--- config.mk ---
export PLATFORM = sky130hd
export DESIGN_NAME = adaptive_binary_coder_size_estimator_top
export DESIGN_NICKNAME = d
export VERILOG_FILES = /design/src/rtl/core/abcse_pkg.sv /design/src/rtl/core/abcse_mul.sv /design/src/rtl/core/adaptive_binary_coder_size_estimator_top.sv
export SDC_FILE = /design/constraint.sdc
export NUM_CORES = 2
export LEC_CHECK = 0
export ABC_CLOCK_PERIOD_IN_PS = 9600
export BUFFER_PORTS_ARGS = -buffer_cell sky130_fd_sc_hd__buf_4
export CELL_PAD_IN_SITES_DETAIL_PLACEMENT = 0
export CELL_PAD_IN_SITES_GLOBAL_PLACEMENT = 1
export CORE_MARGIN = 5
export CORE_UTILIZATION = 50
export DETAILED_ROUTE_END_ITERATION = 16
export GPL_ROUTABILITY_DRIVEN = 0
export PLACE_DENSITY_LB_ADDON = 0.15
export SYNTH_ARGS = -nofsm -noshare
export SYNTH_HDL_FRONTEND = slang
export SYNTH_SLANG_ARGS = --single-unit
--- constraint.sdc ---
create_clock -name clock -period 9.6 [get_ports clock]
set_input_delay 1.92 -clock clock [delete_from_list [all_inputs] [get_ports clock]]
set_output_delay 1.92 -clock clock [all_outputs]
set_load 0.01 [all_outputs]
--- src/rtl/core/abcse_pkg.sv ---
`default_nettype none

package abcse_pkg;

   localparam int SampleBits = 16;

   localparam int MulAWidth = 33;
   localparam int MulBWidth = 18;
   localparam int MulPWidth = MulAWidth + MulBWidth;

   localparam logic [15:0] PHalf       = 16'h8000;
   localparam logic [15:0] ProbMax     = 16'hFFFE;
   localparam logic [15:0] ProbMin     = 16'h0001;
   localparam logic [31:0] RangeFull   = 32'hFFFFFFFF;
   localparam logic [31:0] RangeFloor  = 32'd3;
   localparam logic [7:0]  ByteFill    = 8'hFF;
   localparam logic [2:0]  MaxShifts   = 3'd4;
   localparam logic [3:0]  RestartBytes = 4'd4;

   typedef enum logic [3:0] {
      ST_IDLE,
      ST_MUL1,
      ST_MUL2,
      ST_PROB,
      ST_MUL3,
      ST_ADJ,
      ST_UPDATE,
      ST_RENORM,
      ST_FINISH
   } state_type;

endpackage

`default_nettype wire

--- src/rtl/core/abcse_mul.sv ---
`default_nettype none

module abcse_mul (
   input  logic                                     clock,
   input  logic                                     enable,
   input  logic signed [abcse_pkg::MulAWidth-1:0]   operand_a,
   input  logic signed [abcse_pkg::MulBWidth-1:0]   operand_b,
   output logic signed [abcse_pkg::MulPWidth-1:0]   product
);

   logic signed [abcse_pkg::MulPWidth-1:0] prod_ff;
   logic signed [abcse_pkg::MulPWidth-1:0] prod_in;

   assign prod_in = operand_a * operand_b;

   always_ff @(posedge clock) begin
      if (enable) begin
         prod_ff <= prod_in;
      end
   end

   assign product = prod_ff;

endmodule

`default_nettype wire

--- src/rtl/core/adaptive_binary_coder_size_estimator_top.sv ---
`default_nettype none

// Estimates the coded size of one bit plane under an adaptive binary arithmetic coder.
// Each transaction carries one sample; the bit chosen by the bit_plane register is coded
// and one result comes back with the bytes produced, the prediction hit flag and the
// running byte and hit totals. The block takes one sample at a time: after acceptance the
// sample makes three passes through one shared 33x18 multiplier, a range adjust and
// update, then one renormalization byte per cycle, up to four, before the result is
// presented, and the block accepts the next sample in the cycle after the result is
// registered. The result is held in an output register, so a stalled result does not
// block the next sample from being accepted. Marking a sample as the last of its plane
// flushes the coder and restores its probability state; only the totals survive. Write
// bit_plane only while the block is idle.
module adaptive_binary_coder_size_estimator_top (
   input  logic        clock,
   input  logic        reset,
   input  logic        req_valid,
   output logic        req_stall,
   input  logic [15:0] req_sample,
   input  logic        req_last_in_plane,
   output logic        rsp_valid,
   input  logic        rsp_stall,
   output logic [3:0]  rsp_bytes_emitted,
   output logic        rsp_prediction_hit,
   output logic [31:0] rsp_total_bytes,
   output logic [31:0] rsp_total_hits,
   input  logic        csr_write_enable,
   input  logic [3:0]  csr_write_data
);

   abcse_pkg::state_type state_ff, state_in;

   logic [3:0]  bit_plane_ff;
   logic [15:0] zhist_ff, zhist_in;
   logic [15:0] hhist_ff, hhist_in;
   logic [31:0] low_ff, low_in;
   logic [31:0] range_ff, range_in;
   logic [31:0] byte_total_ff, byte_total_in;
   logic [31:0] hit_total_ff, hit_total_in;
   logic        bit_ff, bit_in;
   logic        last_ff, last_in;
   logic [15:0] p0_ff, p0_in;
   logic [31:0] r2_ff, r2_in;
   logic        hit_ff, hit_in;
   logic [2:0]  cnt_ff, cnt_in;
   logic        rsp_valid_ff, rsp_valid_in;
   logic [3:0]  rsp_emitted_ff, rsp_emitted_in;
   logic        rsp_hit_ff, rsp_hit_in;

   logic                                     req_accept;
   logic                                     out_free;
   logic                                     mul_enable;
   logic signed [abcse_pkg::MulAWidth-1:0]   mul_a;
   logic signed [abcse_pkg::MulBWidth-1:0]   mul_b;
   logic signed [abcse_pkg::MulPWidth-1:0]   mul_p;

   logic [16:0] zdiff;
   logic [16:0] scaled;
   logic [18:0] p0_wide;
   logic [15:0] p0_clamped;
   logic [31:0] r2_raw;
   logic [31:0] renorm_sum;
   logic [31:0] renorm_diff;
   logic        renorm_stop;
   logic        underflow;
   logic        hit_now;
   logic [3:0]  emitted;

   assign req_stall  = (state_ff != abcse_pkg::ST_IDLE);
   assign req_accept = req_valid && !req_stall;
   assign out_free   = !rsp_valid_ff || !rsp_stall;

   assign zdiff  = {1'b0, zhist_ff} - {1'b0, abcse_pkg::PHalf};
   assign scaled = mul_p[32:16];
   assign p0_wide = {{2{scaled[16]}}, scaled} + {3'b000, abcse_pkg::PHalf};

   always_comb begin
      if (p0_wide[18] || (p0_wide == 19'd0)) begin
         p0_clamped = abcse_pkg::ProbMin;
      end else if (p0_wide > {3'b000, abcse_pkg::ProbMax}) begin
         p0_clamped = abcse_pkg::ProbMax;
      end else begin
         p0_clamped = p0_wide[15:0];
      end
   end

   assign r2_raw      = mul_p[47:16];
   assign renorm_sum  = low_ff + range_ff;
   assign renorm_diff = low_ff ^ renorm_sum;
   assign renorm_stop = (cnt_ff == abcse_pkg::MaxShifts) || (|renorm_diff[31:24]);
   assign underflow   = (range_ff < abcse_pkg::RangeFloor);
   assign hit_now     = bit_ff ^ p0_ff[15];
   assign emitted     = {1'b0, cnt_ff}
                      + (underflow ? abcse_pkg::RestartBytes : 4'd0)
                      + (last_ff ? abcse_pkg::RestartBytes : 4'd0);

   abcse_mul u_mul (
      .clock     (clock),
      .enable    (mul_enable),
      .operand_a (mul_a),
      .operand_b (mul_b),
      .product   (mul_p)
   );

   always_comb begin
      state_in = state_ff;
      case (state_ff)
         abcse_pkg::ST_IDLE: begin
            if (req_accept) begin
               state_in = abcse_pkg::ST_MUL1;
            end
         end
         abcse_pkg::ST_MUL1:   state_in = abcse_pkg::ST_MUL2;
         abcse_pkg::ST_MUL2:   state_in = abcse_pkg::ST_PROB;
         abcse_pkg::ST_PROB:   state_in = abcse_pkg::ST_MUL3;
         abcse_pkg::ST_MUL3:   state_in = abcse_pkg::ST_ADJ;
         abcse_pkg::ST_ADJ:    state_in = abcse_pkg::ST_UPDATE;
         abcse_pkg::ST_UPDATE: state_in = abcse_pkg::ST_RENORM;
         abcse_pkg::ST_RENORM: begin
            if (renorm_stop) begin
               state_in = abcse_pkg::ST_FINISH;
            end
         end
         abcse_pkg::ST_FINISH: begin
            if (out_free) begin
               state_in = abcse_pkg::ST_IDLE;
            end
         end
         default: state_in = abcse_pkg::ST_IDLE;
      endcase
   end

   always_comb begin
      mul_enable     = 1'b0;
      mul_a          = '0;
      mul_b          = '0;
      zhist_in       = zhist_ff;
      hhist_in       = hhist_ff;
      low_in         = low_ff;
      range_in       = range_ff;
      byte_total_in  = byte_total_ff;
      hit_total_in   = hit_total_ff;
      bit_in         = bit_ff;
      last_in        = last_ff;
      p0_in          = p0_ff;
      r2_in          = r2_ff;
      hit_in         = hit_ff;
      cnt_in         = cnt_ff;
      rsp_valid_in   = rsp_valid_ff && rsp_stall;
      rsp_emitted_in = rsp_emitted_ff;
      rsp_hit_in     = rsp_hit_ff;
      case (state_ff)
         abcse_pkg::ST_IDLE: begin
            if (req_accept) begin
               bit_in  = (32'(bit_plane_ff) < abcse_pkg::SampleBits)
                       ? req_sample[bit_plane_ff] : 1'b0;
               last_in = req_last_in_plane;
            end
         end
         abcse_pkg::ST_MUL1: begin
            mul_enable = 1'b1;
            mul_a      = {{16{zdiff[16]}}, zdiff};
            mul_b      = {2'b00, hhist_ff};
         end
         abcse_pkg::ST_MUL2: begin
            mul_enable = 1'b1;
            mul_a      = {{16{scaled[16]}}, scaled};
            mul_b      = {scaled[16], scaled};
         end
         abcse_pkg::ST_PROB: begin
            p0_in = p0_clamped;
         end
         abcse_pkg::ST_MUL3: begin
            mul_enable = 1'b1;
            mul_a      = {1'b0, range_ff};
            mul_b      = {2'b00, p0_ff};
         end
         abcse_pkg::ST_ADJ: begin
            if (r2_raw == 32'd0) begin
               r2_in = 32'd1;
            end else if (r2_raw == range_ff) begin
               r2_in = range_ff - 32'd1;
            end else begin
               r2_in = r2_raw;
            end
         end
         abcse_pkg::ST_UPDATE: begin
            if (bit_ff) begin
               low_in   = low_ff + r2_ff + 32'd1;
               range_in = range_ff + ~r2_ff;
            end else begin
               range_in = r2_ff - 32'd1;
            end
            hit_in   = hit_now;
            zhist_in = {~bit_ff, zhist_ff[15:1]};
            hhist_in = {hit_now, hhist_ff[15:1]};
            cnt_in   = 3'd0;
         end
         abcse_pkg::ST_RENORM: begin
            if (!renorm_stop) begin
               cnt_in   = cnt_ff + 3'd1;
               low_in   = {low_ff[23:0], 8'h00};
               range_in = {range_ff[23:0], abcse_pkg::ByteFill};
            end
         end
         abcse_pkg::ST_FINISH: begin
            if (out_free) begin
               if (underflow) begin
                  low_in   = 32'd0;
                  range_in = abcse_pkg::RangeFull;
               end
               if (last_ff) begin
                  low_in   = 32'd0;
                  range_in = abcse_pkg::RangeFull;
                  zhist_in = abcse_pkg::PHalf;
                  hhist_in = abcse_pkg::PHalf;
               end
               byte_total_in  = byte_total_ff + {28'd0, emitted};
               hit_total_in   = hit_total_ff + {31'd0, hit_ff};
               rsp_valid_in   = 1'b1;
               rsp_emitted_in = emitted;
               rsp_hit_in     = hit_ff;
            end
         end
         default: begin
            mul_enable = 1'b0;
         end
      endcase
   end

   always_ff @(posedge clock) begin
      if (reset) begin
         state_ff      <= abcse_pkg::ST_IDLE;
         bit_plane_ff  <= 4'd0;
         zhist_ff      <= abcse_pkg::PHalf;
         hhist_ff      <= abcse_pkg::PHalf;
         low_ff        <= 32'd0;
         range_ff      <= abcse_pkg::RangeFull;
         byte_total_ff <= 32'd0;
         hit_total_ff  <= 32'd0;
         cnt_ff        <= 3'd0;
         rsp_valid_ff  <= 1'b0;
      end else begin
         state_ff      <= state_in;
         if (csr_write_enable) begin
            bit_plane_ff <= csr_write_data;
         end
         zhist_ff      <= zhist_in;
         hhist_ff      <= hhist_in;
         low_ff        <= low_in;
         range_ff      <= range_in;
         byte_total_ff <= byte_total_in;
         hit_total_ff  <= hit_total_in;
         cnt_ff        <= cnt_in;
         rsp_valid_ff  <= rsp_valid_in;
      end
   end

   always_ff @(posedge clock) begin
      bit_ff         <= bit_in;
      last_ff        <= last_in;
      p0_ff          <= p0_in;
      r2_ff          <= r2_in;
      hit_ff         <= hit_in;
      rsp_emitted_ff <= rsp_emitted_in;
      rsp_hit_ff     <= rsp_hit_in;
   end

   assign rsp_valid          = rsp_valid_ff;
   assign rsp_bytes_emitted  = rsp_emitted_ff;
   assign rsp_prediction_hit = rsp_hit_ff;
   assign rsp_total_bytes    = byte_total_ff;
   assign rsp_total_hits     = hit_total_ff;

`ifndef SYNTHESIS
   a_rsp_from_finish: assert property (@(posedge clock) disable iff (reset)
      $rose(rsp_valid_ff) |-> $past(state_ff == abcse_pkg::ST_FINISH))
      else $error("Result appeared without a finished transaction.");

   a_shift_bound: assert property (@(posedge clock) disable iff (reset)
      cnt_ff <= abcse_pkg::MaxShifts)
      else $error("Renormalization exceeded four shifts.");

   a_prob_range: assert property (@(posedge clock) disable iff (reset)
      (state_ff == abcse_pkg::ST_MUL3) |-> (p0_ff != 16'd0 && p0_ff != 16'hFFFF))
      else $error("Zero probability outside its clamp range.");

   a_emitted_bound: assert property (@(posedge clock) disable iff (reset)
      rsp_valid_ff |-> (rsp_emitted_ff <= 4'd12))
      else $error("Byte count of a result exceeds twelve.");

   a_total_step: assert property (@(posedge clock) disable iff (reset)
      $rose(rsp_valid_ff) |-> (hit_total_ff == $past(hit_total_ff) + {31'd0, rsp_hit_ff}))
      else $error("Hit total did not follow the reported hit.");
`endif

endmodule

`default_nettype wire

# == Word-level counts from Yosys, hierarchy flattened ==
# Cells that the tools add are included.
# totals
ff_bits,276
output_inout_bits,71
elab_cells,113
in_bits,26
# classes
n_reduce_logical,24
magnitude_cmp,3
multipliers,1
n_addsub,13
bitwise_logic,4
n_eq_ne,17
mux,33
# ops
op,n
32-bit 2-to-1 mux,11
32-bit one-hot mux with 3 select lines,2
33-bit one-hot mux with 3 select lines,1
32-bit adder,3
16-bit one-hot mux with 2 select lines,2
32-bit by 1-bit subtractor with 32-bit output (second input constant),2
18-bit one-hot mux with 3 select lines,1
33-bit by 18-bit multiplier with 48-bit output,1
16-bit 2-to-1 mux,3
4-bit one-hot mux with 9 select lines,1
32-bit by 1-bit adder with 32-bit output,1
32-bit by 1-bit adder with 32-bit output (second input constant),1
32-bit by 4-bit adder with 32-bit output,1
32-bit equality test,1
32-bit zero test,1
32-bit by 2-bit less-than comparator with 1-bit output (second input constant),1
32-bit inverter,1
32-bit bitwise XOR,1
19-bit by 16-bit > comparator with 1-bit output (second input constant),1
19-bit zero test,1
17-bit by 17-bit adder with 18-bit output (second input constant),1
16-bit by 16-bit subtractor with 17-bit output (second input constant),1
4-bit by 3-bit equality test with 1-bit output (second input constant),4
4-bit 2-to-1 mux,3
29 further kinds,49

# == Longest topological paths before layout ==
# depth
word_depth,6
mapped_depth,32
ltp_nobuf,29

# == Modules after synthesis ==
# From an unflattened synthesis, not the netlist that was laid out.
# unflattened
cells_unflattened,4386
area_unflattened_um2,38533.2
# by_module_without_submodules
mod,n_inst,seq_area_each_um2,cells_each,area_per_inst_um2
abcse_mul,1,1531.5,2392,22138.7
adaptive_binary_coder_size_estimator_top,1,5104.9,1994,16394.5

# == Least setup slack after synthesis ==
# OpenSTA, ideal clock, no wires.
# synth_path
kind,register -> register
startpoint,reg state_ff[3]
endpoint,"reg u_mul.prod_ff (netlist bit u_mul.product[47]), data pin"
path_buffers,2
slack_ps,1971
setup_ps,260
period_less_slack_ps,7629
path_stages_with_launch,31
t_arrival_ps,7369
path_cell_list,dfxtp_1 > nor4b_2 > nand2_1 > inv_1 > nor2_1 > clkbuf_1 > nand2_1 > clkbuf_1 > nand2_1 > fa_1 > inv_1 > fa_1 > fa_1 > inv_1 > fa_1 > inv_1 > fa_1 > inv_1 > fa_1 > inv_1 > ha_1 > a21o_1 > a21oi_1 > o211a_1 > o22ai_1 > a31oi_1 > o31ai_2 > a211oi_1 > o21ai_0 > a21oi_1 > xnor2_1
# synth_between
elab_chain_len,3
# synth_lines
item,line_no,source
start: declaration,adaptive_binary_coder_size_estimator_top.sv:31,"abcse_pkg::state_type state_ff, state_in;"
start signal: assignment,adaptive_binary_coder_size_estimator_top.sv:233,state_ff <= abcse_pkg::ST_IDLE;
start signal: assignment,adaptive_binary_coder_size_estimator_top.sv:244,state_ff <= state_in;
4-bit by 3-bit equality test with 1-bit output (tied with other cells),adaptive_binary_coder_size_estimator_top.sv:152,case (state_ff)
33-bit one-hot mux with 3 select lines or 18-bit one-hot mux with 3 select lines (tied branches),adaptive_binary_coder_size_estimator_top.sv:152,
33-bit by 18-bit multiplier with 48-bit output *,abcse_mul.sv:14,assign prod_in = operand_a * operand_b;
net u_mul.prod_in (one bit),abcse_mul.sv:12,logic signed [abcse_pkg::MulPWidth-1:0] prod_in;
end signal: assignment,abcse_mul.sv:18,prod_ff <= prod_in;
end: declaration,abcse_mul.sv:11,logic signed [abcse_pkg::MulPWidth-1:0] prod_ff;
# The timed path passes the listed nets; every way through them passes the cells marked *.
# A chain may end at the register's enable or synchronous reset.

# == Final worst setup path ==
# layout_path
startpoint,reg state_ff[0]
endpoint,"reg u_mul.prod_ff (netlist bit u_mul.product[44]), data pin"
# The elaborated chain is that of the path after synthesis.

==> flow_summary.yaml <==
grt:
  grt_first_pass_wirelength_mm: 184
  grt_max_degree: 65
  grt_usage_pct: 30.0
  grt_pass1_vias: 30600
  grt-ovfl-total: 0
  grt_antenna_before_repair: 6
sta:
  slew_headroom_pct: 19.2
  rsz0062_at_grt: "false"
  finClkSkew_ps: 13.4
  final-hold-violation-count: 0
  finalSetupTns_ps: 0
  max_freq_ghz: 0.111
  finalHoldWorstSlack_ps: 477
  period_share_pct: 94.1
  maxSlewViolCount: 0
  worst_pin_slew_ps: 1210
  period_minus_slack_ps: 9040
  setup_viol: 0
critical_path:
  cp-end-kind: "flip-flop"
  required_ps: 9920
  critical_path_class: "flip-flop to flip-flop"
  crit_path_max_fanout: 30
  crit_top_cell: "fa_1"
  cp.arrival_ps: 9360
  crit_path_max_incr_delay_ps: 750
  crit_path_top_delay_cell: "a31oi_1"
  r2r_start: "state_ff[0]$_SDFFE_PP0P_"
  critPathLaunch: "state_ff[0]$_SDFFE_PP0P_"
  crit_path_start_kind: "flip-flop"
place:
  hpwl_mm: 95.5
  port_buffers: 96
cts:
  path_clk_slew_ps: 70
  cts_tree: "done"
  clock_path_buffers: 3
  htreeDepth: 1
  cts_root_buf: "clkbuf_16"
  numCtsBuffers: 27
  clock_sinks: 259
  cts_setup_buffers: 0
  cts_hold_buffers: 0
  clk_latency_ps: 580
  cts_resized: 0
yosys:
  synth_edf_count: 88
  synthTopCellsByArea: "fa_1, dfxtp_1, ha_1"
  syn_area_mm2: 0.0367
  synth_warnings: 0
  ys_types: 80
  synth_top_area_share_pct: 29.9
  synth_cells: 4374
  synth.avg_cell_area_um2: 8.39
  ys_seq_area_share_pct: 16.5
  synth_ff_type: "dfxtp_1"
  ys_ff_latch: 259
  synth_async_sr_flop_share_pct: 0
  yosysTopAreaCell: "fa_1"
job:
  max_cap_violations: 0
hold_path:
  hold_path_class: "flip-flop to flip-flop"
  worstHoldStart: "rsp_total_bytes[3]$_SDFFE_PP0P_"
power:
  power_density_mw_per_mm2: 76.7
  max-vdd-ir-drop_v: 0.000142
  leakage_uw: 0.0178
floorplan:
  die_area_mm2: 0.0789
  dieHeight_um: 281
  io_pins: 97
  num_rows: 99
  initial_utilization_pct: 50.4
  core_area_mm2: 0.0728
  dieWidth_um: 281
detailed_routing:
  drtAntennaViolNets: 0
  first_iter_violations: 2814
  avgViaCountPerCell: 5.71
  wl_mm: 119
  firstDrtPassIters: 6
  dr_total_vias: 30600
  wl_per_cell_um: 22.2
  drc: 0
final_layout:
  fin_nets: 5176
  layout-drive-gt1-share_pct: 6.29
  final_common_cell: "inv_1"
  mostFrequentLayoutCells: "inv_1, nand2_1, fa_1"
  area_growth_pct: 7.71
run_status:
  status: "complete, no violations"
[area by class of cell]
type / count / area [um^2]
clock buffers: 35 / 756
diodes: 2 / 5.00
well taps: 959 / 1200
clock inverters: 14 / 195
multi-input cells: 3176 / 27100
flip-flops and latches: 259 / 6070
fillers: 6927 / 33300
repair buffers: 187 / 1420
inverters: 731 / 2740
[routing by layer]
metal  global-route usage [%]  routed length (um)  part of all wire, %
met5                        0                  47                0.040
met1                     42.6               51800                   44
met2                     46.3               52000                   44
met4                     8.42                4250                  3.6
met3                     7.14               10800                  9.1
[state kept, by name, indices dropped and copies added, names as in the netlist]
| signal | count |
|---|---|
| r2_ff | 32 |
| range_ff | 32 |
| rsp_total_bytes | 32 |
| rsp_total_hits | 32 |
| u_mul.product | 32 |
| low_ff | 31 |
| hhist_ff | 16 |
| p0_ff | 16 |
| zhist_ff | 16 |
| bit_plane_ff | 4 |
| rsp_bytes_emitted | 4 |
| state_ff | 4 |
| cnt_ff | 3 |
| bit_ff | 1 |
| hit_ff | 1 |
| last_ff | 1 |
| rsp_prediction_hit | 1 |
| rsp_valid | 1 |
[power by group]
part,switching [uW],total [uW],internal (uW)
combinational,419,632,213
clock,490,1160,668
sequential,61.7,1240,1180
[final timing paths]
check,slack [ps],to,cells after the start
min,480,rsp_total_bytes[3]$_SDFFE_PP0P_,2
min reg2reg,480,rsp_total_bytes[3]$_SDFFE_PP0P_,2
max,560,u_mul.product[44]$_DFFE_PP_,28
max reg2reg,560,u_mul.product[44]$_DFFE_PP_,28
[cells by family after synthesis]
logic type / Yosys count / synth area share, %
AOI/OAI and AO/OA: 691 / 12.4
xor gates and xnor gates: 223 / 5.32
adders and majority gates: 768 / 37.4
buffers and inverters: 951 / 9.81
DFF: 259 / 16.5
muxes: 30 / 0.992
other: 2 / 0.0205
and+or+nand+nor: 1450 / 17.5
[worst max-delay path: cells and delay by family (launching register included)]
kind,cells,cell delay [ps]
xor+xnor,1,100
fa+ha+maj,7,3400
compound gates,9,2660
simple gates,5,1310
flops,1,700
buf+inv,6,590
[through the flow]
step	total power [uW]	util [%]	instances	instance area, um^2	setup slack, ps
floorplan	1640	-	4386	36700	1970
global placement	1880	53.0	5312	38600	826
detailed placement	1880	53.0	5312	38600	755
CTS	3040	54.3	5361	39500	685
global route	3150	54.3	5361	39500	73.7
finish	3030	54.3	5363	39500	562
[cell usage after synthesis (13+ instances only)]
cell type	n
nor3_1	67
nand3_1	60
o211ai_1	23
o22ai_1	13
a21boi_0	16
o21ai_0	115
xnor2_1	110
mux2i_1	24
or3_1	29
o21a_1	33
dfxtp_1	171
a21o_1	46
nor2_1	466
edfxtp_1	88
nand2b_1	23
clkbuf_1	194
a211oi_1	76
o31ai_1	13
xor2_1	113
ha_1	219
nand2_1	576
a31oi_1	15
a22oi_1	65
nor2b_1	23
nand4_1	47
inv_1	730
a21oi_1	177
and2_1	44
buf_1	13
nor4_1	33
and3_1	33
fa_1	549
No activity file was read; power rests on OpenSTA's default activity.
